[src/axis_angle_rotation_matrix_top_macros.svh]
// assertion macros for the axis-angle rotation matrix block
// used by the top level only, no other dependencies
`ifndef AXIS_ANGLE_ROTATION_MATRIX_TOP_MACROS_SVH
`define AXIS_ANGLE_ROTATION_MATRIX_TOP_MACROS_SVH

// same-cycle implication
`define AAR_ASSERT_NOW(label, clk, rst_n, ante, cons, msg) \
    label: assert property (@(posedge clk) disable iff (!rst_n) (ante) |-> (cons)) \
        else $error(msg);

// next-cycle implication
`define AAR_ASSERT_NEXT(label, clk, rst_n, ante, cons, msg) \
    label: assert property (@(posedge clk) disable iff (!rst_n) (ante) |=> (cons)) \
        else $error(msg);

`endif

[src/aar_pkg.sv]
// shared types, widths and tables for the axis-angle rotation matrix block
// no dependencies
`timescale 1ns / 1ps

package aar_pkg;

    // fixed field widths
    localparam int VAL_W   = 32;
    localparam int ANGLE_W = 16;
    localparam int ANG_EXT = 24;
    localparam int IN_W    = 6 * VAL_W + ANGLE_W;
    localparam int OUT_W   = 4 * VAL_W;
    localparam int USER_W  = 3;

    // internal widths sized for the widest fraction setting
    localparam int FRAC_MAX = 24;
    localparam int CS_W     = FRAC_MAX + 3;
    localparam int PROD_W   = 2 * CS_W;
    localparam int XW       = 34;
    localparam int ZW       = 33;
    localparam int RW       = 66;
    localparam int ROOT_W   = 32;
    localparam int NUM_W    = VAL_W + FRAC_MAX + 1;
    localparam int DREM_W   = VAL_W + 1;
    localparam int QW       = FRAC_MAX + 1;

    // cordic start value, reciprocal of the gain of the infinite product in Q4.30
    localparam logic signed [XW-1:0] GAIN_Q30 = 34'sd652032874;

    // row codes
    localparam logic [1:0] ROW_FIRST = 2'd0;
    localparam logic [1:0] ROW_LAST  = 2'd3;

    // payload that rides along the chain
    typedef struct packed {
        logic [2:0][VAL_W-1:0]  mag;
        logic [2:0]             neg;
        logic [ANGLE_W-1:0]     ang;
        logic                   upper;
        logic [2:0][VAL_W-1:0]  off;
        logic                   zero;
        logic signed [CS_W-1:0] c;
        logic signed [CS_W-1:0] s;
    } t_side;

    // atan(2^-i) in 2^32-per-turn units
    function automatic logic [31:0] aar_atan(input int idx);
        case (idx)
            0:  return 32'd536870912;
            1:  return 32'd316933406;
            2:  return 32'd167458907;
            3:  return 32'd85004756;
            4:  return 32'd42667331;
            5:  return 32'd21354465;
            6:  return 32'd10679838;
            7:  return 32'd5340245;
            8:  return 32'd2670163;
            9:  return 32'd1335087;
            10: return 32'd667544;
            11: return 32'd333772;
            12: return 32'd166886;
            13: return 32'd83443;
            14: return 32'd41722;
            15: return 32'd20861;
            16: return 32'd10430;
            17: return 32'd5215;
            18: return 32'd2608;
            19: return 32'd1304;
            20: return 32'd652;
            21: return 32'd326;
            22: return 32'd163;
            23: return 32'd81;
            default: return 32'd0;
        endcase
    endfunction

endpackage

[src/aar_sqrt_cell.sv]
// one result bit of the digit-by-digit integer square root
// depends on aar_pkg
`timescale 1ns / 1ps

module aar_sqrt_cell #(
    parameter int BIT = 31
) (
    input  logic                         i_clk,
    input  logic                         i_rst_n,
    input  logic                         i_en,
    input  logic                         i_vld,
    input  logic [aar_pkg::RW-1:0]       i_rem,
    input  logic [aar_pkg::ROOT_W-1:0]   i_root,
    input  aar_pkg::t_side               i_side,
    output logic                         o_vld,
    output logic [aar_pkg::RW-1:0]       o_rem,
    output logic [aar_pkg::ROOT_W-1:0]   o_root,
    output aar_pkg::t_side               o_side
);
    import aar_pkg::*;

    logic [RW-1:0]     trial;
    logic [RW-1:0]     n_rem;
    logic [ROOT_W-1:0] n_root;
    logic              r_vld;
    logic [RW-1:0]     r_rem;
    logic [ROOT_W-1:0] r_root;
    t_side             r_side;

    // (root + 2^b)^2 - root^2 against the remainder
    always_comb begin
        trial  = (RW'(i_root) << (BIT + 1)) + (RW'(1) << (2 * BIT));
        n_rem  = i_rem;
        n_root = i_root;
        if (i_rem >= trial) begin
            n_rem  = i_rem - trial;
            n_root = i_root | (ROOT_W'(1) << BIT);
        end
    end

    // valid
    always_ff @(posedge i_clk) begin
        if (!i_rst_n) begin
            r_vld <= 1'b0;
        end else if (i_en) begin
            r_vld <= i_vld;
        end
    end

    // payload
    always_ff @(posedge i_clk) begin
        if (i_en) begin
            r_rem  <= n_rem;
            r_root <= n_root;
            r_side <= i_side;
        end
    end

    assign o_vld  = r_vld;
    assign o_rem  = r_rem;
    assign o_root = r_root;
    assign o_side = r_side;

endmodule

[config.mk]
export PLATFORM = sky130hd
export DESIGN_NAME = aar_sqrt_cell
export DESIGN_NICKNAME = d
export VERILOG_FILES = /design/src/axis_angle_rotation_matrix_top_macros.svh /design/src/aar_pkg.sv /design/src/aar_sqrt_cell.sv
export SDC_FILE = /design/constraint.sdc
export NUM_CORES = 1
export LEC_CHECK = 0
export ABC_AREA = 1
export BUFFER_PORTS_ARGS = -buffer_cell sky130_fd_sc_hd__buf_4
export CORE_AREA = 2 2 287 289
export DETAILED_ROUTE_END_ITERATION = 12
export DIE_AREA = 0 0 289 291
export PLACE_DENSITY = 0.45
export SYNTH_ARGS = -nofsm -noshare
export SYNTH_HDL_FRONTEND = slang
export SYNTH_SLANG_ARGS = --single-unit
[constraint.sdc]
create_clock -name i_clk -period 3.4 [get_ports i_clk]
set_input_delay 0.34 -clock i_clk [delete_from_list [all_inputs] [get_ports i_clk]]
set_output_delay 0.34 -clock i_clk [all_outputs]
set_load 0.05 [all_outputs]
==> flow_metrics.tcl <==
set metrics [dict create \
    cp.arrival_ps 2960 \
    global_route.usage.total_pct 18.0 \
    clk_path_buf_depth 3 \
    leakagePower_nw 11.7 \
    rsz0062_at_grt "no" \
    hp-class "in -> reg" \
    worst_hold_path.num_cells 3 \
    crit_type "in -> reg" \
    startpoint_type "primary input" \
    syn_avg_cell_area_um2 13.1 \
    grt_overflow_total 0 \
    fin_crit_sh_pct 77.4 \
    cpMostUsedCell "nand2_1" \
    grt_max_degree 103 \
    die_w_um 289 \
    synth_warnings 0 \
    area_delta_synth_final_pct 83.3 \
    syn_area_um2 14400 \
    ys_seq_area_share_pct 76.2 \
    routedWlPerCell_um 23.6 \
    path_cells "dlygate4sd3_1 -> buf_4 -> inv_1 -> ha_1 -> nand2_1 -> nor2_1 -> nand2_1 -> inv_1 -> nand2_1 -> nand2_1 -> inv_1 -> nand3_1 -> nand2_1 -> nand2_1 -> nand2_1" \
    initial_core_util_pct 17.8 \
    nFillCells 8293 \
    layout-drive-gt1-share_pct 37.4 \
    drv_slew 0 \
    fp.dieH_um 291 \
    reg2reg_depth 3 \
    multi_input_area_um2 2790 \
    syn_nets 1505 \
    grt_pass1_vias 13522 \
    drtIter0Drc 690 \
    antenna_left 0 \
    setup_viol 0 \
    hpwl_um 64100 \
    drv_cap 0 \
    mostFrequentLayoutCells "buf_4 (748), edfxtp_1 (365), nand2_1 (351), dlygate4sd3_1 (337), inv_1 (151)" \
    relSlewSlack_pct 32.2 \
    gp_congestion 0.909 \
    routed_wl_um 79200 \
    synth.distinct_cells 29 \
    io_buffers 734 \
    worst-path-max-fanout 4 \
    total_power_mw 14.4 \
    final-instance-count-excl-fill 3354 \
    design.portCount 735 \
    grt_pass1_wl_um 105000 \
    ys_seq_elements 366 \
    placed_cells 2919 \
    drc 0 \
    via_per_inst 3.87 \
    clock_sinks 366 \
    cp_data_required_time_ps 3730 \
    skew_ps 0 \
    h-tree-depth 2 \
    cts_root_buffer "clkbuf_16" \
    design_area_um2 26400 \
    fp.dieArea_um2 84100 \
    synth_cells 1101 \
    p_per_area_nw_per_um2 546 \
    final_util_pct 32.5 \
    std_cell_rows 105 \
    layout_commonest_cell "buf_4" \
    clk_latency_ps 580 \
    antenna_found_initial 38 \
    tightest_slew_ps 1020 \
    hold_violations 0 \
    vdd_drop_max_mv 0.286 \
    max_freq_mhz 380 \
    cts_tree "built" \
    nets 2639 \
    critPathSlowestCell "dlygate4sd3_1" \
    end_kind "flop" \
    register_area_um2 11000 \
    slowest_delay_ps 640 \
    cts_setup_buffers 0 \
    status "complete, no violations" \
    core_area_um2 81200 \
    setup_tns_ps 0 \
    post_cts_resized 0 \
    firstDrtPassIters 6 \
    clk_pin_slew_ps 60 \
    cts_hold_buf 337 \
    dr_total_vias 12986 \
    cts_buffers 47 \
    period_minus_slack_ps 2630 \
    placed_cell_area_um2 21400 \
]
-- cell usage after synthesis (all sizes together) --
master  instances  share of area (%)
nor3            7               0.31
edfxtp        365                 76
nand2         354                9.3
or2             2              0.087
nand4           8               0.49
nor2           81                2.3
o21ai           6               0.21
ha             34                3.0
and2            1              0.043
buf             6               0.47
dfxtp           1               0.14
xor2           15               0.91
a21oi          27                1.1
nand3          34                1.3
fa              1               0.14
clkinv          1              0.026
nor4            1              0.043
o21bai          4               0.21
inv           153                4.0
-- area by class of cell --
type,count,area share [%]
Inverter,154,2.19
Tap cell,1070,5.07
Sequential cell,366,41.6
Multi-Input combinational cell,575,10.5
Timing Repair Buffer,1091,34.5
Clock inverter,26,1.26
Clock buffer,58,4.77
Antenna cell,14,0.133
-- cell families after synthesis --
kind of cell    synth area share, %
simple gates                   13.8
flops                          76.2
buf+inv                        4.48
compound gates                 1.51
fa+ha+maj                      3.09
xor+xnor                      0.912
-- per-layer routing --
layer / GRT usage, % / share of wire [%] / vias to the layer above
li1: - / - / 5983
met4: 6.78 / 4.1 / 18
met1: 21.5 / 39 / 6289
met2: 29.6 / 47 / 595
met5: 0 / 0.13 / -
met3: 6.33 / 9.5 / 101
-- worst paths after layout --
check / from / end / slack (ps)
max: i_root[14] / o_rem[49]$_DFFE_PP_ / 770
min: i_rem[35] / o_rem[35]$_DFFE_PP_ / 50
max reg2reg: o_vld$_SDFFE_PN0P_ / o_vld$_SDFFE_PN0P_ / 2210
min reg2reg: o_vld$_SDFFE_PN0P_ / o_vld$_SDFFE_PN0P_ / 1110
-- flip-flops by register name, indices dropped and copies added (netlist names) --
register / flops
o_rem: 66
o_root: 32
o_side: 267
o_vld: 1
-- worst max-delay path: cells and delay by family --
family                   cells  cell delay [ps]
AND/OR/NAND/NOR              9             1160
buffers and inverters        5             1100
adder cells (fa/ha/maj)      1              340
-- stage by stage --
step / hold WS (ps) / setup WS, ps
finish: 51.8 / 770
detailed placement: 519 / 750
global route: 15.4 / 613
floorplan: 433 / 1190
CTS: 3.40 / 745
global placement: 518 / 735
-- power by group --
part	internal, mW	switching [mW]	leakage (nW)
registers	5.42	0.166	3.58
logic	1.21	2.42	7.36
clock network	3.16	2.06	0.757
total	9.79	4.64	11.7
No activity file was read; power rests on OpenSTA's default activity.
