==> config.mk <==
export PLATFORM = sky130hd
export DESIGN_NAME = aar_cordic_cell
export DESIGN_NICKNAME = d
export VERILOG_FILES = /design/src/axis_angle_rotation_matrix_top_macros.svh /design/src/aar_pkg.sv /design/src/aar_cordic_cell.sv
export SDC_FILE = /design/constraint.sdc
export NUM_CORES = 1
export LEC_CHECK = 0
export BUFFER_PORTS_ARGS = -buffer_cell sky130_fd_sc_hd__buf_2
export CAP_MARGIN = 20
export CORE_AREA = 4 4 284 286
export DETAILED_ROUTE_END_ITERATION = 8
export DIE_AREA = 0 0 288 290
export PLACE_DENSITY = 0.52
export SLEW_MARGIN = 20
export SYNTH_ARGS = -nofsm -noshare
export SYNTH_HDL_FRONTEND = slang
export SYNTH_SLANG_ARGS = --single-unit
==> constraint.sdc <==
create_clock -name i_clk -period 4.5 [get_ports i_clk]
set_input_delay 0.45 -clock i_clk [delete_from_list [all_inputs] [get_ports i_clk]]
set_output_delay 0.45 -clock i_clk [all_outputs]
set_load 0.02 [all_outputs]
==> src/axis_angle_rotation_matrix_top_macros.svh <==
// assertion macros for the axis-angle rotation matrix block
// used by the top level only, no other dependencies
`ifndef AXIS_ANGLE_ROTATION_MATRIX_TOP_MACROS_SVH
`define AXIS_ANGLE_ROTATION_MATRIX_TOP_MACROS_SVH

// same-cycle implication
`define AAR_ASSERT_NOW(label, clk, rst_n, ante, cons, msg) \
    label: assert property (@(posedge clk) disable iff (!rst_n) (ante) |-> (cons)) \
        else $error(msg);

// next-cycle implication
`define AAR_ASSERT_NEXT(label, clk, rst_n, ante, cons, msg) \
    label: assert property (@(posedge clk) disable iff (!rst_n) (ante) |=> (cons)) \
        else $error(msg);

`endif

==> src/aar_pkg.sv <==
// shared types, widths and tables for the axis-angle rotation matrix block
// no dependencies
`timescale 1ns / 1ps

package aar_pkg;

    // fixed field widths
    localparam int VAL_W   = 32;
    localparam int ANGLE_W = 16;
    localparam int ANG_EXT = 24;
    localparam int IN_W    = 6 * VAL_W + ANGLE_W;
    localparam int OUT_W   = 4 * VAL_W;
    localparam int USER_W  = 3;

    // internal widths sized for the widest fraction setting
    localparam int FRAC_MAX = 24;
    localparam int CS_W     = FRAC_MAX + 3;
    localparam int PROD_W   = 2 * CS_W;
    localparam int XW       = 34;
    localparam int ZW       = 33;
    localparam int RW       = 66;
    localparam int ROOT_W   = 32;
    localparam int NUM_W    = VAL_W + FRAC_MAX + 1;
    localparam int DREM_W   = VAL_W + 1;
    localparam int QW       = FRAC_MAX + 1;

    // cordic start value, reciprocal of the gain of the infinite product in Q4.30
    localparam logic signed [XW-1:0] GAIN_Q30 = 34'sd652032874;

    // row codes
    localparam logic [1:0] ROW_FIRST = 2'd0;
    localparam logic [1:0] ROW_LAST  = 2'd3;

    // payload that rides along the chain
    typedef struct packed {
        logic [2:0][VAL_W-1:0]  mag;
        logic [2:0]             neg;
        logic [ANGLE_W-1:0]     ang;
        logic                   upper;
        logic [2:0][VAL_W-1:0]  off;
        logic                   zero;
        logic signed [CS_W-1:0] c;
        logic signed [CS_W-1:0] s;
    } t_side;

    // atan(2^-i) in 2^32-per-turn units
    function automatic logic [31:0] aar_atan(input int idx);
        case (idx)
            0:  return 32'd536870912;
            1:  return 32'd316933406;
            2:  return 32'd167458907;
            3:  return 32'd85004756;
            4:  return 32'd42667331;
            5:  return 32'd21354465;
            6:  return 32'd10679838;
            7:  return 32'd5340245;
            8:  return 32'd2670163;
            9:  return 32'd1335087;
            10: return 32'd667544;
            11: return 32'd333772;
            12: return 32'd166886;
            13: return 32'd83443;
            14: return 32'd41722;
            15: return 32'd20861;
            16: return 32'd10430;
            17: return 32'd5215;
            18: return 32'd2608;
            19: return 32'd1304;
            20: return 32'd652;
            21: return 32'd326;
            22: return 32'd163;
            23: return 32'd81;
            default: return 32'd0;
        endcase
    endfunction

endpackage

==> src/aar_cordic_cell.sv <==
// one rotation-mode cordic iteration with its pipeline register
// depends on aar_pkg
`timescale 1ns / 1ps

module aar_cordic_cell #(
    parameter int STAGE = 0
) (
    input  logic                          i_clk,
    input  logic                          i_rst_n,
    input  logic                          i_en,
    input  logic                          i_vld,
    input  logic signed [aar_pkg::XW-1:0] i_x,
    input  logic signed [aar_pkg::XW-1:0] i_y,
    input  logic signed [aar_pkg::ZW-1:0] i_z,
    input  aar_pkg::t_side                i_side,
    output logic                          o_vld,
    output logic signed [aar_pkg::XW-1:0] o_x,
    output logic signed [aar_pkg::XW-1:0] o_y,
    output logic signed [aar_pkg::ZW-1:0] o_z,
    output aar_pkg::t_side                o_side
);
    import aar_pkg::*;

    logic signed [XW-1:0] dx;
    logic signed [XW-1:0] dy;
    logic signed [ZW-1:0] da;
    logic signed [XW-1:0] n_x;
    logic signed [XW-1:0] n_y;
    logic signed [ZW-1:0] n_z;
    logic                 r_vld;
    logic signed [XW-1:0] r_x;
    logic signed [XW-1:0] r_y;
    logic signed [ZW-1:0] r_z;
    t_side                r_side;

    // micro-rotation, direction from the residual angle sign
    always_comb begin
        dx = i_y >>> STAGE;
        dy = i_x >>> STAGE;
        da = $signed({1'b0, aar_atan(STAGE)});
        if (!i_z[ZW-1]) begin
            n_x = i_x - dx;
            n_y = i_y + dy;
            n_z = i_z - da;
        end else begin
            n_x = i_x + dx;
            n_y = i_y - dy;
            n_z = i_z + da;
        end
    end

    // valid
    always_ff @(posedge i_clk) begin
        if (!i_rst_n) begin
            r_vld <= 1'b0;
        end else if (i_en) begin
            r_vld <= i_vld;
        end
    end

    // payload
    always_ff @(posedge i_clk) begin
        if (i_en) begin
            r_x    <= n_x;
            r_y    <= n_y;
            r_z    <= n_z;
            r_side <= i_side;
        end
    end

    assign o_vld  = r_vld;
    assign o_x    = r_x;
    assign o_y    = r_y;
    assign o_z    = r_z;
    assign o_side = r_side;

endmodule

==> flow_metrics.env, run 1 <==
export IMPL_multiInputGateArea_um2=5510
export IMPL_status="completed"
export IMPL_synth_edf_count=367
export IMPL_critPathRequiredTime_ns=4.81
export IMPL_synth_top_cell_by_area="edfxtp_1"
export IMPL_synth_most_common_cell="edfxtp_1"
export IMPL_fmax_ghz=0.285
export IMPL_synth_async_reset_ratio_pct=0
export IMPL_nFillCells=8039
export IMPL_drt_initial_drc_count=1318
export IMPL_worstPathMaxFanout=15
export IMPL_syn_area_um2=17100
export IMPL_dieWidth_um=288
export IMPL_grtUsageMet1_pct=24.7
export IMPL_synth_cell_types=76
export IMPL_vias=14993
export IMPL_die_area_um2=83500
export IMPL_rsz0062_at_grt="false"
export IMPL_synth_seq_cells=368
export IMPL_synth_area_top_cells="edfxtp_1 64%, ha_1 7.4%, a21oi_1 3.0%"
export IMPL_yosysWarnings=0
export IMPL_period_share_pct=77.9
export IMPL_synth_nets=1766
export IMPL_syn_instance_count=1288
export IMPL_fp_dieH_um=290
export IMPL_fin_tns_setup_ns=0
export IMPL_grt_pass1_wl_um=128000
export IMPL_cts_max_level=2
export IMPL_regArea_um2=11000
export IMPL_fin_skew_ns=0
export IMPL_num_rows=103
export IMPL_synth_top_area_share_pct=64.3
export IMPL_start_util_pct=21.9
export IMPL_crit_path_end_kind="register"
export IMPL_routed_via_density=4.57
export IMPL_drt_pre_antenna_iters=5
export IMPL_slew_headroom_pct=30.7
export IMPL_stdcell_count=3283
export IMPL_drv_slew=0
export IMPL_start_kind="primary input"
export IMPL_numClockSinks=368
export IMPL_worstSetupPathType="in -> reg"
export IMPL_p_per_area_nw_per_um2=422
export IMPL_antenna_found_initial=35
export IMPL_ir_worst_vdd_mv=0.289
export IMPL_yosysSeqAreaShare_pct=64.4
export IMPL_syn2layout_area_growth_pct=47.0
export IMPL_wl_per_cell_um=29.5
export IMPL_core_area_um2=78400
export IMPL_port_buffer_count=740
export IMPL_hold_viol_final=0
export IMPL_cap_violations=0
export IMPL_muxShareOfSynthArea_pct=1.11
export IMPL_synth_top_family_by_area="compound AO/OA/AOI/OAI gates"
export IMPL_syn_avg_cell_area_um2=13.3
export IMPL_synth_main_ff_cell="edfxtp_1"
export IMPL_wl_um=96800
export IMPL_crit_arrival_ns=3.82
export IMPL_place_inst=3038
export IMPL_use_met2_pct=36.5
export IMPL_grt_pass1_vias=15209
export IMPL_worstSkewPairLatency_ns=0.56
export IMPL_gp_congestion=0.946
export IMPL_drive_above_1_share_pct=37.8
export IMPL_synth_xor_area_share_pct=3.37
export IMPL_p_leak_uw=0.0108
export IMPL_finalPower_uw=10600
export IMPL_drtAntennaViolNets=0
export IMPL_root_buffer="clkbuf_16"
export IMPL_netlist_top_cells_count="367 x edfxtp_1, 103 x a21oi_1, 102 x ha_1"
export IMPL_ctsResizeCount=0
export IMPL_yosys_area_share_simple_pct=7.54
export IMPL_nets=2658
export IMPL_dpl_hpwl_um=78800
export IMPL_synth_compound_area_share_pct=12.2
export IMPL_finalSetupViolations=0
export IMPL_grt_overflow=0
export IMPL_grt_busiest_layer="met2"
export IMPL_period_minus_slack_ns=3.51
export IMPL_track_usage_pct=22.0
export IMPL_use_met3_pct=8.70
export IMPL_io_pins=741
export IMPL_cts_tree="built"
export IMPL_drc=0
export IMPL_synthAdderAreaFrac_pct=7.91
export IMPL_hold_path_class="in -> reg"
export IMPL_worst_pin_slew_ns=1.03
export IMPL_clockBufferDepth=3
export IMPL_cts_inserted_buffers=45
export IMPL_clk_pin_slew_ns=0.06
export IMPL_grt_start_max_net_pins=99
[timing repair]
item	in CTS	in global routing
setup buffers	0	0
hold buffers	145	0
hold endpoints to repair	145	0
[state kept, by name (all words and copies together) (netlist names)]
register and cells:
o_z 33, o_x 34, o_y 33, o_side 267
o_vld 1
[routing by layer]
layer / up-vias / routed length (µm)
li1: 6580 / -
met1: 7483 / 35800
met2: 755 / 45800
met3: 157 / 10000
met4: 18 / 5110
met5: - / 119
[layout by cell type, fill, tap and decap left out, drive strengths merged, types with 14 or more instances in the layout]
cell type    instances
ha                 102
edfxtp             367
clkbuf              49
a21o                30
buf                751
a21oi              103
o21ai               61
nand2               46
diode               16
dlygate4sd3        145
mux2i               19
nor2                90
nand3               14
clkinv              20
nor3                20
o21bai              15
xnor2               52
nor2b               16
xor2                14
nand2b              14
inv                104
[path summary, 6_finish.rpt]
| check | from | endpoint | slack [ns] | cells after the start |
|---|---|---|---|---|
| max | i_x[14] | o_x[33] | 0.99 | 12 |
| min | i_side[258] | o_side[258] | 0.04 | 1 |
| max reg2reg | o_vld | o_vld | 3.91 | 2 |
| min reg2reg | o_vld | o_vld | 0.52 | 2 |
[logic make-up (layout without fill, tap and decap cells)]
logic type | after synthesis | count (layout)
fa+ha+maj | 106 | 106
other cells | 0 | 16
mux | 19 | 19
buf+inv | 152 | 1081
simple gates | 260 | 260
compound gates | 317 | 317
flops | 368 | 368
xor+xnor | 66 | 66
[area by class of cell]
cell class / instances / area share (%)
Inverter: 101 / 1.50
Antenna cell: 16 / 0.159
Timing Repair Buffer: 896 / 21.0
Clock inverter: 35 / 1.97
Sequential cell: 368 / 43.8
Clock buffer: 49 / 4.53
Multi-Input combinational cell: 768 / 21.8
Tap cell: 1050 / 5.21
[worst max-delay path, stage by stage]
cell and delay (ns):
buf_2 0.12, inv_1 0.05, ha_1 0.54, a21oi_1 0.29, o21ai_0 0.17, a211oi_1 0.37, o211ai_1 0.29, a221oi_1 0.61
o31ai_1 0.27, a2111o_1 0.44, o211ai_1 0.12, xnor2_1 0.08
[power breakdown]
part	internal, µW	total [µW]	switching (µW)
registers	4180	4320	147
logic	749	2280	1530
clock network	2400	4040	1650
[through the flow]
step	util (%)	instance area [µm²]	hold slack [ns]	setup slack [ns]
5_1_grt	32.1	25200	0.00647	0.969
4_1_cts	32.1	25200	0.000292	1.18
3_3_place_gp	28.2	22100	0.507	0.577
2_1_floorplan	-	17100	0.549	1.53
6_report	32.2	25200	0.0430	0.994
3_5_place_dp	28.2	22100	0.519	0.559
Note: power is estimated with default switching activity, not from simulation.
==> run 2, diff against run 1 <==
Settings changed: ABC_AREA set to 1, CORE_AREA 4 4 284 286 to 4 4 286 288, DIE_AREA 0 0 288 290 to 0 0 290 292, PLACE_DENSITY 0.52 to 0.53.
Clock period 4.5 ns to 3.6 ns, I/O delays scaled along.
==> run 2 against run 1 <==
Core utilization rose by 3.1 points. Largest power group unchanged. Final cell count is 20% higher. Combinational power increased by 37%. Die area up 1.4%.
==> flow_metrics.env, run 2 <==
export IMPL_drv_slew=0
export IMPL_worst_pin_slew_ns=0.792
export IMPL_slew_headroom_pct=47.2
export IMPL_hold_viol_final=0
export IMPL_rsz0062_at_grt="false"
export IMPL_syn_avg_cell_area_um2=10.3
export IMPL_syn_area_um2=18400
export IMPL_drt_initial_drc_count=1461
export IMPL_start_util_pct=23.4
export IMPL_ir_worst_vdd_mv=0.316
export IMPL_drive_above_1_share_pct=30.8
export IMPL_clk_pin_slew_ns=0.06
export IMPL_grt_start_max_net_pins=85
export IMPL_rrSetupSlack_ns=2.36
export IMPL_crit_top_cell="nand2_1"
export IMPL_holdBufCountCts=290
export IMPL_p_per_area_nw_per_um2=479
export IMPL_num_rows=103
export IMPL_grt_overflow=0
export IMPL_core_area_um2=78900
export IMPL_crit_arrival_ns=2.70
export IMPL_nets=3312
export IMPL_largest_reg_flops=267
export IMPL_fp_dieH_um=292
export IMPL_gp_congestion=0.971
export IMPL_synth_area_top_cells="edfxtp_1 60%, nand2_1 8.1%, ha_1 6.9%"
export IMPL_final_cell_mix="739 x buf_2, 399 x nand2_1, 367 x edfxtp_1, 290 x dlygate4sd3_1, 208 x inv_1"
export IMPL_synth_seq_cells=368
export IMPL_yosysSeqAreaShare_pct=59.9
export IMPL_synth_most_common_cell="nand2_1"
export IMPL_synth_top_cell_by_area="edfxtp_1"
export IMPL_port_buffer_count=740
export IMPL_cts_setup_buffers=0
export IMPL_dpl_hpwl_um=88900
export IMPL_drt_pre_antenna_iters=5
export IMPL_power_switching_uw=4340
export IMPL_crit_path_end_kind="register"
export IMPL_hold_path_class="in -> reg"
export IMPL_final_common_cell="buf_2"
export IMPL_syn2layout_area_growth_pct=50.9
export IMPL_io_pins=741
export IMPL_min_from="i_side[107]"
export IMPL_critPathRequiredTime_ns=3.92
export IMPL_slowest_delay_ns=0.49
export IMPL_routed_via_density=4.54
export IMPL_cts_tree="built"
export IMPL_clockBufferDepth=3
export IMPL_wl_um=108000
export IMPL_fmax_ghz=0.421
export IMPL_syn_instance_count=1786
export IMPL_vias=17867
export IMPL_dieWidth_um=290
export IMPL_worstSetupPathType="in -> reg"
export IMPL_period_minus_slack_ns=2.38
export IMPL_nFillCells=8096
export IMPL_period_share_pct=66.0
export IMPL_cts_inserted_buffers=46
export IMPL_internal_power_uw=8990
export IMPL_ctsResizeCount=0
export IMPL_place_inst=3546
export IMPL_path_cells="buf_2, inv_1, ha_1, o21ai_0, nor2_1, o21ai_2, nand2_1, nand2_1, nand2_1, nand2_1, nand2_1, nand3_1, nand2_1"
export IMPL_wl_per_cell_um=27.4
export IMPL_stdcell_count=3933
export IMPL_yosysWarnings=0
export IMPL_cap_violations=0
export IMPL_drc=0
export IMPL_start_kind="primary input"
export IMPL_fin_tns_setup_ns=0
export IMPL_grt_pass1_wl_um=145000
export IMPL_timing_rr_start="o_vld"
export IMPL_antenna_found_initial=28
export IMPL_crit_start="i_x[3]"
export IMPL_die_area_um2=84700
export IMPL_root_buffer="clkbuf_16"
export IMPL_clkPwrFrac_pct=36.3
export IMPL_synth_cell_types=44
export IMPL_grt_pass1_vias=17780
export IMPL_numClockSinks=368
export IMPL_cts_max_level=2
export IMPL_comb_power_share_pct=23.5
export IMPL_netlist_top_cells_count="399 x nand2_1, 367 x edfxtp_1, 208 x inv_1"
export IMPL_track_usage_pct=24.3
export IMPL_synth_top_area_share_pct=59.8
export IMPL_fin_skew_ns=0
export IMPL_p_leak_uw=0.0126
export IMPL_synth_nets=2264
export IMPL_slowest_stage="o21ai_0"
export IMPL_sw_frac_of_total_pct=32.6
export IMPL_finalSetupViolations=0
export IMPL_worstPathMaxFanout=13
export IMPL_synth_edf_count=367
export IMPL_status="completed"
export IMPL_p_seq_share_pct=40.2
export IMPL_synth_main_ff_cell="edfxtp_1"
export IMPL_worstSkewPairLatency_ns=0.57
export IMPL_final_util_pct=35.3
export IMPL_drtAntennaViolNets=0
export IMPL_synth_async_reset_ratio_pct=0
[run 2: cell types whose count changed in the layout (fill, tap and decap cells not counted), sizes merged, moves of 11 or more]
| cell | delta |
|---|---|
| a211oi | -11 |
| a21o | -18 |
| a21oi | +27 |
| dlygate4sd3 | +145 |
| inv | +115 |
| mux2i | -18 |
| nand2 | +363 |
| nand2b | -14 |
| nand3 | +128 |
| nor2 | +59 |
| nor2b | -16 |
| o21ai | +43 |
| xnor2 | -52 |
[run 2: path summary, 6_finish.rpt]
check	cells past startpoint	end
setup / recovery	13	o_y[24]
hold / removal	1	o_side[107]
setup reg to reg	3	o_vld
hold reg to reg	3	o_vld
[run 2: area by class of cell]
| type | instances | area, µm² | area share (%) |
|---|---|---|---|
| Antenna cell | 13 | 32.5 | 0.117 |
| Multi-Input combinational cell | 1155 | 6280 | 22.6 |
| Inverter | 218 | 818 | 2.94 |
| Tap cell | 1050 | 1310 | 4.72 |
| Clock buffer | 52 | 1210 | 4.37 |
| Timing Repair Buffer | 1045 | 6780 | 24.4 |
| Sequential cell | 368 | 11000 | 39.7 |
| Clock inverter | 32 | 337 | 1.21 |
[run 2: metal layers]
layer  GRT usage [%]  part of all wire, %
met1            29.0                   39
met2            42.1                   49
met3            8.69                   10
met4            5.19                  2.3
met5               0                0.095
[run 2: metrics by stage]
| step | total power [µW] | hold WS (ns) | area, µm² | setup slack [ns] |
|---|---|---|---|---|
| 2_1_floorplan | 6840 | 0.453 | 18400 | 1.52 |
| 3_3_place_gp | 8280 | 0.529 | 23300 | 0.717 |
| 3_5_place_dp | 8260 | 0.538 | 23300 | 0.730 |
| 4_1_cts | 13500 | 0.00291 | 27800 | 1.34 |
| 5_1_grt | 13900 | 0.00892 | 27800 | 1.12 |
| 6_report | 13300 | 0.0425 | 27800 | 1.22 |
[run 2: worst max-delay path, delay by kind of cell]
kind / cells / cell delay, ns
simple gates: 8 / 0.96
buf+inv: 2 / 0.17
compound gates: 2 / 0.74
fa+ha+maj: 1 / 0.47
[run 2: power by group through the flow]
stage                     clock network (µW)  registers, µW  logic [µW]
after floorplan                            0           5880         958
after global placement                     0           5440        2840
after detailed placement                   0           5430        2830
after CTS                               4990           5360        3150
after global routing                    5140           5390        3340
final                                   4840           5360        3130
[run 2: cell families after synthesis]
family | after synthesis | share of synthesized area (%)
flops | 368 | 59.9
mux | 1 | 0.0543
compound gates | 281 | 8.44
buf+inv | 263 | 6.03
fa+ha+maj | 106 | 7.36
xor+xnor | 23 | 1.09
simple gates | 744 | 17.1
