**src/axis_angle_rotation_matrix_top_macros.svh**
```systemverilog
// assertion macros for the axis-angle rotation matrix block
// used by the top level only, no other dependencies
`ifndef AXIS_ANGLE_ROTATION_MATRIX_TOP_MACROS_SVH
`define AXIS_ANGLE_ROTATION_MATRIX_TOP_MACROS_SVH

// same-cycle implication
`define AAR_ASSERT_NOW(label, clk, rst_n, ante, cons, msg) \
    label: assert property (@(posedge clk) disable iff (!rst_n) (ante) |-> (cons)) \
        else $error(msg);

// next-cycle implication
`define AAR_ASSERT_NEXT(label, clk, rst_n, ante, cons, msg) \
    label: assert property (@(posedge clk) disable iff (!rst_n) (ante) |=> (cons)) \
        else $error(msg);

`endif

```
**src/aar_pkg.sv**
```systemverilog
// shared types, widths and tables for the axis-angle rotation matrix block
// no dependencies
`timescale 1ns / 1ps

package aar_pkg;

    // fixed field widths
    localparam int VAL_W   = 32;
    localparam int ANGLE_W = 16;
    localparam int ANG_EXT = 24;
    localparam int IN_W    = 6 * VAL_W + ANGLE_W;
    localparam int OUT_W   = 4 * VAL_W;
    localparam int USER_W  = 3;

    // internal widths sized for the widest fraction setting
    localparam int FRAC_MAX = 24;
    localparam int CS_W     = FRAC_MAX + 3;
    localparam int PROD_W   = 2 * CS_W;
    localparam int XW       = 34;
    localparam int ZW       = 33;
    localparam int RW       = 66;
    localparam int ROOT_W   = 32;
    localparam int NUM_W    = VAL_W + FRAC_MAX + 1;
    localparam int DREM_W   = VAL_W + 1;
    localparam int QW       = FRAC_MAX + 1;

    // cordic start value, reciprocal of the gain of the infinite product in Q4.30
    localparam logic signed [XW-1:0] GAIN_Q30 = 34'sd652032874;

    // row codes
    localparam logic [1:0] ROW_FIRST = 2'd0;
    localparam logic [1:0] ROW_LAST  = 2'd3;

    // payload that rides along the chain
    typedef struct packed {
        logic [2:0][VAL_W-1:0]  mag;
        logic [2:0]             neg;
        logic [ANGLE_W-1:0]     ang;
        logic                   upper;
        logic [2:0][VAL_W-1:0]  off;
        logic                   zero;
        logic signed [CS_W-1:0] c;
        logic signed [CS_W-1:0] s;
    } t_side;

    // atan(2^-i) in 2^32-per-turn units
    function automatic logic [31:0] aar_atan(input int idx);
        case (idx)
            0:  return 32'd536870912;
            1:  return 32'd316933406;
            2:  return 32'd167458907;
            3:  return 32'd85004756;
            4:  return 32'd42667331;
            5:  return 32'd21354465;
            6:  return 32'd10679838;
            7:  return 32'd5340245;
            8:  return 32'd2670163;
            9:  return 32'd1335087;
            10: return 32'd667544;
            11: return 32'd333772;
            12: return 32'd166886;
            13: return 32'd83443;
            14: return 32'd41722;
            15: return 32'd20861;
            16: return 32'd10430;
            17: return 32'd5215;
            18: return 32'd2608;
            19: return 32'd1304;
            20: return 32'd652;
            21: return 32'd326;
            22: return 32'd163;
            23: return 32'd81;
            default: return 32'd0;
        endcase
    endfunction

endpackage

```
**src/aar_div_cell.sv**
```systemverilog
// one quotient bit of three parallel restoring divisions by the axis length
// depends on aar_pkg
`timescale 1ns / 1ps

module aar_div_cell #(
    parameter int BIT = 0
) (
    input  logic                                i_clk,
    input  logic                                i_rst_n,
    input  logic                                i_en,
    input  logic                                i_vld,
    input  logic [aar_pkg::ROOT_W-1:0]          i_len,
    input  logic [2:0][aar_pkg::NUM_W-1:0]      i_num,
    input  logic [2:0][aar_pkg::DREM_W-1:0]     i_rem,
    input  logic [2:0][aar_pkg::QW-1:0]         i_q,
    input  aar_pkg::t_side                      i_side,
    output logic                                o_vld,
    output logic [aar_pkg::ROOT_W-1:0]          o_len,
    output logic [2:0][aar_pkg::NUM_W-1:0]      o_num,
    output logic [2:0][aar_pkg::DREM_W-1:0]     o_rem,
    output logic [2:0][aar_pkg::QW-1:0]         o_q,
    output aar_pkg::t_side                      o_side
);
    import aar_pkg::*;

    logic [2:0][DREM_W-1:0] shifted;
    logic [2:0][DREM_W-1:0] n_rem;
    logic [2:0][QW-1:0]     n_q;
    logic                   r_vld;
    logic [ROOT_W-1:0]      r_len;
    logic [2:0][NUM_W-1:0]  r_num;
    logic [2:0][DREM_W-1:0] r_rem;
    logic [2:0][QW-1:0]     r_q;
    t_side                  r_side;

    // shift in the next numerator bit, subtract when it fits
    always_comb begin
        for (int k = 0; k < 3; k++) begin
            shifted[k] = {i_rem[k][DREM_W-2:0], i_num[k][BIT]};
            n_rem[k]   = shifted[k];
            n_q[k]     = i_q[k];
            if (shifted[k] >= {1'b0, i_len}) begin
                n_rem[k]      = shifted[k] - {1'b0, i_len};
                n_q[k][BIT]   = 1'b1;
            end
        end
    end

    // valid
    always_ff @(posedge i_clk) begin
        if (!i_rst_n) begin
            r_vld <= 1'b0;
        end else if (i_en) begin
            r_vld <= i_vld;
        end
    end

    // payload
    always_ff @(posedge i_clk) begin
        if (i_en) begin
            r_len  <= i_len;
            r_num  <= i_num;
            r_rem  <= n_rem;
            r_q    <= n_q;
            r_side <= i_side;
        end
    end

    assign o_vld  = r_vld;
    assign o_len  = r_len;
    assign o_num  = r_num;
    assign o_rem  = r_rem;
    assign o_q    = r_q;
    assign o_side = r_side;

endmodule

```
**config.mk**
```make
export PLATFORM = sky130hd
export DESIGN_NAME = aar_div_cell
export DESIGN_NICKNAME = d
export VERILOG_FILES = /design/src/axis_angle_rotation_matrix_top_macros.svh /design/src/aar_pkg.sv /design/src/aar_div_cell.sv
export SDC_FILE = /design/constraint.sdc
export NUM_CORES = 1
export LEC_CHECK = 0
export BUFFER_PORTS_ARGS = -buffer_cell sky130_fd_sc_hd__buf_2
export CORE_AREA = 5 5 494 496
export DETAILED_ROUTE_END_ITERATION = 12
export DIE_AREA = 0 0 499 501
export GPL_TIMING_DRIVEN = 1
export SLEW_MARGIN = 10
export SYNTH_ARGS = -nofsm -noshare
export SYNTH_HDL_FRONTEND = slang
export SYNTH_SLANG_ARGS = --single-unit
```
**constraint.sdc**
```tcl
create_clock -name i_clk -period 3.2 [get_ports i_clk]
set_clock_uncertainty 0.05 [all_clocks]
set_input_delay 0.48 -clock i_clk [delete_from_list [all_inputs] [get_ports i_clk]]
set_output_delay 0.48 -clock i_clk [all_outputs]
set_load 0.02 [all_outputs]
```
==> results of run 1 <==
[timing repair]
item	in CTS	in global routing
hold endpoints to repair	598	0
gates cloned	0	2
gates resized for setup	2	30
hold buffers	599	0
setup buffers	0	2
pin swaps	0	8
setup endpoints to repair	26	74
[worst min-delay path, stage by stage]
cell and delay [ns]:
buf_2 0.11, nand2_1 0.05, o21ai_0 0.07
[cell usage after synthesis, types with 22 or more instances]
cell type	count
inv_1	58
mux2_1	24
a21oi_1	83
o21a_1	22
ha_1	96
xnor2_1	48
a21o_1	53
xor2_1	27
edfxtp_1	644
clkbuf_1	23
nand2_1	129
o21ai_0	97
nor2_1	66
[area by class of cell]
class | count | share of cell area (%)
sequential | 645 | 40.1
timing repair buffer | 2245 | 31.9
multi-input combinational | 890 | 13.3
tap | 3185 | 8.25
clock buffer | 101 | 4.63
clock inverter | 54 | 1.18
inverter | 58 | 0.477
antenna | 41 | 0.212
[cell families (layout without fill, tap and decap cells)]
group | count (synthesis) | after routing
DFF | 645 | 645
AOI/OAI and AO/OA | 359 | 359
and+or+nand+nor | 317 | 317
adders and majority gates | 99 | 99
buffers and inverters | 91 | 2458
xor gates and xnor gates | 75 | 75
muxes | 40 | 40
other | 0 | 41
[state kept, by name (all words and copies together), names as in the netlist]
signal	count
o_q	75
o_vld	1
o_len	32
o_rem	99
o_side	267
o_num	171
[worst min-delay path by stage]
stage	from	endpoint	cells past startpoint
6_report	i_rem[46]	o_rem[47]	3
5_1_grt	i_rem[45]	o_rem[46]	3
4_1_cts	i_rem[77]	o_rem[78]	2
3_5_place_dp	o_vld	o_vld	2
3_3_place_gp	o_vld	o_vld	2
2_1_floorplan	i_len[0]	o_len[0]	0
[metrics by stage]
step	power (uW)	instances	hold slack, ns	setup TNS (ns)
final	26600	7219	0.0951	0
after global routing	27800	7205	0.0303	-0.00580
after CTS	27100	7174	0.0000699	0
after detailed placement	16300	6420	0.496	-64.24
after global placement	16300	6420	0.464	-59.20
after floorplan	12800	1626	0.529	-2.59
[metal layers]
| layer | share of wire [%] | wire, um |
|---|---|---|
| met1 | 35 | 77100 |
| met2 | 52 | 116000 |
| met3 | 9.3 | 20800 |
| met4 | 4.1 | 9130 |
| met5 | 0.062 | 138 |
[power by group through the flow]
stage	sequential [uW]	combinational (uW)	clock, uW
floorplan	11600	1200	0
global placement	10700	5580	0
detailed placement	10700	5610	0
CTS	10500	6390	10200
global route	10600	6680	10500
finish	10500	6290	9810
==> flow_summary.toml, run 1 <==
[place]
place_congestion = 0.963
dp_hpwl_um = 193000
placed_cell_area_sq_um = 39200
dp_slack_ns = -0.988
portBuffers = 1289

[die]
dieArea_sq_um = 250000
ios = 1293
core_area_sq_um = 239000
start_util_pct = 10.8
die_w_um = 499
die_h_um = 501
rows = 180

[worst_setup_path]
cp.depth = 13
slowest_delay_ns = 0.58
r2r_start = "o_vld"
rrSetupSlack_ns = 1.97
crit_family = "compound AO/OA/AOI/OAI gates"
worstSetupStartpoint = "i_rem[36]"
reg2regPathDepth = 3
cp_common_cell = "o21ai_1"
crit_end = "o_rem[61]"
r2r_end = "o_vld"
cp-start-kind = "input port"
path_class = "in2reg"
crit_arrival_ns = 3.54
path_max_fanout = 5
crit_required_ns = 3.57
cp_slowest_cell = "dlygate4sd3_1"
worstSetupEndpointType = "register"
crit_buf_inv = 3
cp_cell_sequence = "dlygate4sd3_1 -> buf_2 -> ha_4 -> o21a_1 -> o31a_1 -> o311a_1 -> o21ai_1 -> buf_4 -> o211ai_1 -> a211oi_2 -> or3_1 -> xor2_1 -> o21ai_1"

[logic_synthesis]
synthSimpleGateAreaFrac_pct = 5.71
syn_avg_cell_area_sq_um = 15.9
synthXorXnorAreaFrac_pct = 2.54
async_reset_ff_share_pct = 0
synth_compound_area_share_pct = 9.00
synthAdderAreaFrac_pct = 4.87
synth.largest_area_cell = "edfxtp_1"
synth_top_family_by_area = "compound AO/OA/AOI/OAI gates"
synthMuxAreaShare_pct = 1.71
synth_nets = 2373
synth_cells = 1626
synth-seq-cells = 645
synth.distinct_cells = 71
seq_area_frac_synth_pct = 74.7
synth_area_sq_um = 25900
yosysWarnings = 0
ys_top_cells_by_area = "edfxtp_1, ha_1, o21ai_0, nand2_1, xnor2_1"
yosysTopAreaCellShare_pct = 74.7
synth_enable_flop_cells = 644
dominantRegCellSynth = "edfxtp_1"

[timing]
fin_crit_ns = 3.17
relSlewSlack_pct = 51.9
fin_ws_ns = 0.0263
drv_slew = 0
final-setup-viol-count = 0
fmax_mhz = 315
hold_violations = 0
post-route-period-util_pct = 99.2
worst_slew_pin_slew_ns = 0.721

[routing]
drtPass1Iterations = 5
wire_per_inst_um = 30.9
drt_iter0_drc = 1667
vias = 25200
drtAntennaViolNets = 0
remaining_drc_errors = 0
vias_per_cell = 3.48
wl_um = 223000

[finish]
nets = 4672
final_common_cell = "buf_2"
multi_input_area_sq_um = 6410
regArea_sq_um = 19400
finalInstanceArea_sq_um = 48300
nFillCells = 26000
synthToLayoutAreaGrowth_pct = 86.5
final_util_pct = 20.2
most-common-layout-cells = "buf_2, edfxtp_1, dlygate4sd3_1"
drive_gt1_share_pct = 46.3

[cts]
h-tree-depth = 3
cts_tree = "yes"
clockBufferDepth = 3
cts_sinks = 645
root_buffer = "clkbuf_16"
numCtsBuffers = 85
clkLatencyLatePin_ns = 0.73
path_clk_slew_ns = 0.05

[grt]
grt_max_degree = 78
grt-busiest-layer = "met2"
track_usage_pct = 17.0
overflow = 0
grt_pass1_vias = 25800
grt_use_met2_pct = 31.9
grt_use_met3_pct = 6.93
grt_antenna_before_repair = 165
grtUsageMet1_pct = 17.2
grt_first_pass_wirelength_um = 275000

[job]
maxCapViolations = 0

[power_and_ir_drop]
leakage_uw = 0.0202
power_density_nw_per_um2 = 551
p_switching_uw = 8490
swShare_pct = 31.9
pwr-share-comb_pct = 23.6
internal_power_uw = 18100
irDropWorstVdd_uv = 346
p_clk_share_pct = 36.8
power_frac_seq_pct = 39.6

[hold_path]
hold_class = "in2reg"

[status]
status = "completed"
Power figures use the tool's default switching activity.
==> inputs of run 2 (changes only) <==
--- a/config.mk
+++ b/config.mk
@@ -6,9 +6,10 @@
 export NUM_CORES = 1
 export LEC_CHECK = 0
 export BUFFER_PORTS_ARGS = -buffer_cell sky130_fd_sc_hd__buf_2
-export CORE_AREA = 5 5 494 496
+export CORE_AREA = 5 5 507 509
+export CTS_CLUSTER_DIAMETER = 100
 export DETAILED_ROUTE_END_ITERATION = 12
-export DIE_AREA = 0 0 499 501
+export DIE_AREA = 0 0 512 514
 export GPL_TIMING_DRIVEN = 1
 export SLEW_MARGIN = 10
 export SYNTH_ARGS = -nofsm -noshare
==> run 2 against run 1 <==
Critical path depth stayed put. Power is 4.0% higher. Die area is 5.3% higher. Critical path type unchanged.
==> flow_summary.toml, run 2 (synthesized netlist as in run 1, its figures left out) <==
[cts]
root_buffer = "clkbuf_16"
h-tree-depth = 3
clockBufferDepth = 3
numCtsBuffers = 95
clkLatencyLatePin_ns = 0.72
path_clk_slew_ns = 0.06
cts_tree = "yes"
cts_sinks = 645

[die]
core_area_sq_um = 253000
dieArea_sq_um = 263000
rows = 185
die_h_um = 514
die_w_um = 512
ios = 1293
start_util_pct = 10.3

[finish]
final_common_cell = "buf_2"
largest_reg_flops = 267
drive_gt1_share_pct = 47.0
final_util_pct = 19.3
synthToLayoutAreaGrowth_pct = 88.4
finalInstanceArea_sq_um = 48800
most-common-layout-cells = "buf_2, edfxtp_1, dlygate4sd3_1"
nets = 4670

[worst_setup_path]
crit_required_ns = 3.61
path_class = "in2reg"
worstSetupEndpointType = "register"
rrSetupSlack_ns = 1.98
cp-start-kind = "input port"
path_max_fanout = 22
crit_arrival_ns = 3.54

[routing]
remaining_drc_errors = 0
vias = 25200
routedLengthMet1_um = 81000
highest_layer = "met5"
drtPass1Iterations = 5
drtAntennaViolNets = 0
vias_per_cell = 3.41
wl_met3_um = 18900
dr_wl_met2_um = 108000
wire_per_inst_um = 29.1
drt_iter0_drc = 1906
wl_um = 215000

[power_and_ir_drop]
power_density_nw_per_um2 = 567
irDropWorstVdd_uv = 404
pwr-share-comb_pct = 22.2
p_switching_uw = 8790
swShare_pct = 31.7
internal_power_uw = 18900
leakage_uw = 0.0204
p_clk_share_pct = 39.6
power_frac_seq_pct = 38.1

[timing]
drv_slew = 0
fin_crit_ns = 3.14
post-route-period-util_pct = 98.0
fmax_mhz = 319
worst_slew_pin_slew_ns = 0.725
hold_violations = 0
final-setup-viol-count = 0
relSlewSlack_pct = 51.2

[place]
dp_hpwl_um = 185000
placed_cell_area_sq_um = 39400
portBuffers = 1289
place_congestion = 0.946

[grt]
track_usage_pct = 15.6
grt_first_pass_wirelength_um = 270000
grt_max_degree = 80
grt_antenna_before_repair = 157
overflow = 0
grt_pass1_vias = 25500

[status]
status = "completed"

[hold_path]
hold_class = "in2reg"

[job]
maxCapViolations = 0
-- run 2: cell types whose count changed in the layout (fill, tap and decap cells not counted), moves of 4 or more --
| cell | previous run | this run |
|---|---|---|
| dlygate4sd3_1 | 595 | 582 |
| buf_12 | 18 | 12 |
| a21oi_1 | 79 | 75 |
| inv_8 | 0 | 9 |
| diode_2 | 41 | 30 |
| clkinv_4 | 5 | 11 |
| clkbuf_16 | 88 | 96 |
| buf_4 | 336 | 345 |
-- run 2: final timing paths --
kind                  start  depth (start not counted)   endpoint
setup reg to reg      o_vld                          3      o_vld
hold reg to reg       o_vld                          3      o_vld
setup / recovery  i_rem[82]                         13  o_rem[69]
hold / removal    i_len[15]                          1  o_len[15]
-- run 2: metal layers --
metal | vias up | track usage, %
met4 | 22 | 4.16
met5 | - | 0.858
met3 | 410 | 5.54
met2 | 1406 | 27.9
met1 | 12400 | 17.5
li1 | 10900 | -
-- run 2: per-stage QoR --
| stage | hold WS (ns) | TNS [ns] | setup WS [ns] | power [uW] | instances |
|---|---|---|---|---|---|
| 6_report | 0.0575 | 0 | 0.0631 | 27700 | 7399 |
| 5_1_grt | 0.00367 | -0.0297 | -0.0131 | 28800 | 7387 |
| 4_1_cts | 0.000185 | 0 | 0.00423 | 28100 | 7363 |
| 3_5_place_dp | 0.474 | -58.59 | -0.853 | 16100 | 6604 |
| 3_3_place_gp | 0.459 | -56.52 | -0.814 | 16100 | 6604 |
| 2_1_floorplan | 0.529 | -2.59 | -0.110 | 12800 | 1626 |
-- run 2: final cells by class --
cell class	count	area, sq um
antenna	30	75.1
clock buffer	106	2420
clock inverter	71	836
fill	27500	204000
inverter	58	230
multi-input combinational	890	6450
sequential	645	19400
tap	3366	4210
timing repair buffer	2233	15200
-- run 2: critical path, stage by stage --
cell           delay [ns]
dlygate4sd3_1        0.62
buf_2                0.17
ha_1                 0.19
a21o_1               0.19
a21o_1               0.18
a21o_1               0.18
a211oi_1             0.27
o31a_1               0.22
or3_1                0.13
o211ai_2             0.11
a21oi_4              0.19
buf_12               0.23
mux2_2               0.36
-- run 2: what timing repair did --
item / 4_1_cts / 5_1_grt
endpoints found under the setup margin: 29 / 59
gates cloned: 0 / 1
resized for setup: 2 / 43
hold buffers: 582 / 2
hold endpoints to repair: 581 / 2
pin swaps: 0 / 14
setup buffers: 0 / 5
-- run 2: power by group through the flow --
stage	Combinational (uW)	Sequential, uW	Clock (uW)
after floorplan	1200	11600	0
after global placement	5420	10700	0
after detailed placement	5440	10700	0
after CTS	6200	10600	11400
after global routing	6530	10600	11700
final	6160	10600	11000
==> inputs of run 3 (changes only) <==
--- a/config.mk
+++ b/config.mk
@@ -5,11 +5,11 @@
 export SDC_FILE = /design/constraint.sdc
 export NUM_CORES = 1
 export LEC_CHECK = 0
-export BUFFER_PORTS_ARGS = -buffer_cell sky130_fd_sc_hd__buf_2
 export CORE_AREA = 5 5 507 509
 export CTS_CLUSTER_DIAMETER = 100
 export DETAILED_ROUTE_END_ITERATION = 12
 export DIE_AREA = 0 0 512 514
+export DONT_BUFFER_PORTS = 1
 export GPL_TIMING_DRIVEN = 1
 export SLEW_MARGIN = 10
 export SYNTH_ARGS = -nofsm -noshare
==> run 3 against run 2 <==
Power fell by 6.5%. Via count shrank 19%. First-iteration DRC count fell by 32%. Cell area down 14%. Count of clock-buffer cells in the layout down 11. Cell count is 18% lower. Worst hold slack better by 0.053 ns. Non-clock buffer count down 1308. Maximum frequency is 5.2% higher. Largest cell class unchanged. Clock power shrank 6%. Critical path depth rose by 2.
==> flow_summary.toml, run 3 (synthesized netlist as in run 1, its figures left out) <==
[routing]
drtPass1Iterations = 6
wire_per_inst_um = 35.4
drt_iter0_drc = 1291
vias = 20300
remaining_drc_errors = 0
vias_per_cell = 3.34
wl_um = 215000
drtAntennaViolNets = 0

[power_and_ir_drop]
irDropWorstVdd_uv = 416
swShare_pct = 31.7
p_clk_share_pct = 39.7
leakage_uw = 0.0150
power_frac_seq_pct = 48.2
power_density_nw_per_um2 = 617
internal_power_uw = 17700
p_switching_uw = 8210
pwr-share-comb_pct = 12.1

[timing]
final-setup-viol-count = 0
hold_violations = 0
fin_crit_ns = 2.98
fmax_mhz = 336
drv_slew = 0
relSlewSlack_pct = 21.8
post-route-period-util_pct = 93.1
fin_ws_ns = 0.219
rsz0062_at_grt = "false"
worst_slew_pin_slew_ns = 1.17

[grt]
grt_first_pass_wirelength_um = 258000
track_usage_pct = 15.6
grt_antenna_before_repair = 160
overflow = 0
grt_pass1_vias = 19400
grt_max_degree = 646

[hold_path]
hold_class = "in2reg"
worstHoldStart = "i_len[1]"

[cts]
clkLatencyLatePin_ns = 0.74
h-tree-depth = 3
clockBufferDepth = 3
post-cts-setup-buffers = 0
cts_sinks = 645
numCtsBuffers = 90
cts_tree = "yes"
ctsResizeCount = 0
path_clk_slew_ns = 0.07
root_buffer = "clkbuf_16"

[die]
die_w_um = 512
dieArea_sq_um = 263000
start_util_pct = 10.3
rows = 185
core_area_sq_um = 253000
die_h_um = 514
ios = 1293

[finish]
layout.cells.non_filler = 6080
drive_gt1_share_pct = 17.9
most-common-layout-cells = "dlygate4sd3_1, edfxtp_1, buf_4"
largest_reg_flops = 267
nets = 3357
synthToLayoutAreaGrowth_pct = 62.0
final_common_cell = "dlygate4sd3_1"

[worst_setup_path]
path_max_fanout = 3
worstSetupStartpoint = "i_len[4]"
cp-start-kind = "input port"
worstSetupEndpointType = "register"
crit_required_ns = 3.63
path_class = "in2reg"
crit_arrival_ns = 3.41
r2r_start = "o_vld"

[job]
maxCapViolations = 0

[place]
dp_cells = 5235
place_congestion = 0.986
dp_hpwl_um = 175000
dp_slack_ns = -0.532
portBuffers = 0

[status]
status = "completed"
run 3: cell count changes in the layout (fill, tap and decap cells not counted), moves of 5 or more:
cell	before	now
buf_2	1286	0
buf_4	345	262
dlygate4sd3_1	582	645
o21ai_0	88	97
a21oi_1	75	82
inv_8	9	2
o21ai_1	8	1
a21oi_2	7	1
clkbuf_1	11	5
clkbuf_16	96	90
diode_2	30	36
inv_6	7	12
run 3: routing by layer:
metal	vias up	share of wire, %	track usage [%]
met2	1321	51	28.6
met3	466	9.8	6.38
met4	32	2.4	2.86
met5	-	0.10	0
met1	10200	36	16.9
li1	8299	-	-
run 3: timing repair:
item,CTS,global route
endpoints found under the hold margin,778,0
endpoints found under the setup margin,0,0
hold buffers,645,0
run 3: power by group through the flow:
stage               combinational [uW]  clock, uW  sequential (uW)
finish                            3130      10300            12500
global route                      3380      11000            12500
CTS                               2960      10700            12600
detailed placement                2030          0            12700
global placement                  2020          0            12700
floorplan                         1200          0            11600
run 3: area by class of cell:
type,count,area [sq um]
clock inverters,65,694
well taps,3366,4210
repair buffers,925,8810
multi-input cells,890,6300
diodes,36,90.1
fillers,27600,211000
clock buffers,95,2270
flip-flops and latches,645,19400
inverters,58,230
run 3: metrics by stage:
step	hold WS (ns)	power, uW	utilization, %	instance area [sq um]	TNS (ns)
global placement	0.529	14800	12.8	32300	-26.61
finish	0.111	25900	16.6	42000	0
floorplan	0.529	12800	-	26000	-2.59
global route	0.0713	26900	16.6	41900	0
CTS	-0.193	26300	16.5	41800	0
detailed placement	0.529	14700	12.8	32300	-26.92
run 3: final timing paths:
kind | endpoint | slack (ns) | cells past startpoint
worst max-delay path | o_rem[96] | 0.22 | 15
worst min-delay path | o_rem[67] | 0.11 | 2
worst max register to register | o_vld | 1.20 | 3
worst min register to register | o_vld | 1.58 | 3
run 3: worst max-delay path, cell delays in order:
cell      delay, ns
inv_1          0.21
buf_4          0.17
ha_1           0.23
a21o_1         0.19
a21oi_1        0.12
o21ai_0        0.15
a221oi_1       0.46
buf_4          0.20
o31ai_1        0.07
buf_4          0.15
a21oi_1        0.18
buf_4          0.15
o211ai_1       0.16
xor2_1         0.18
mux2_4         0.30
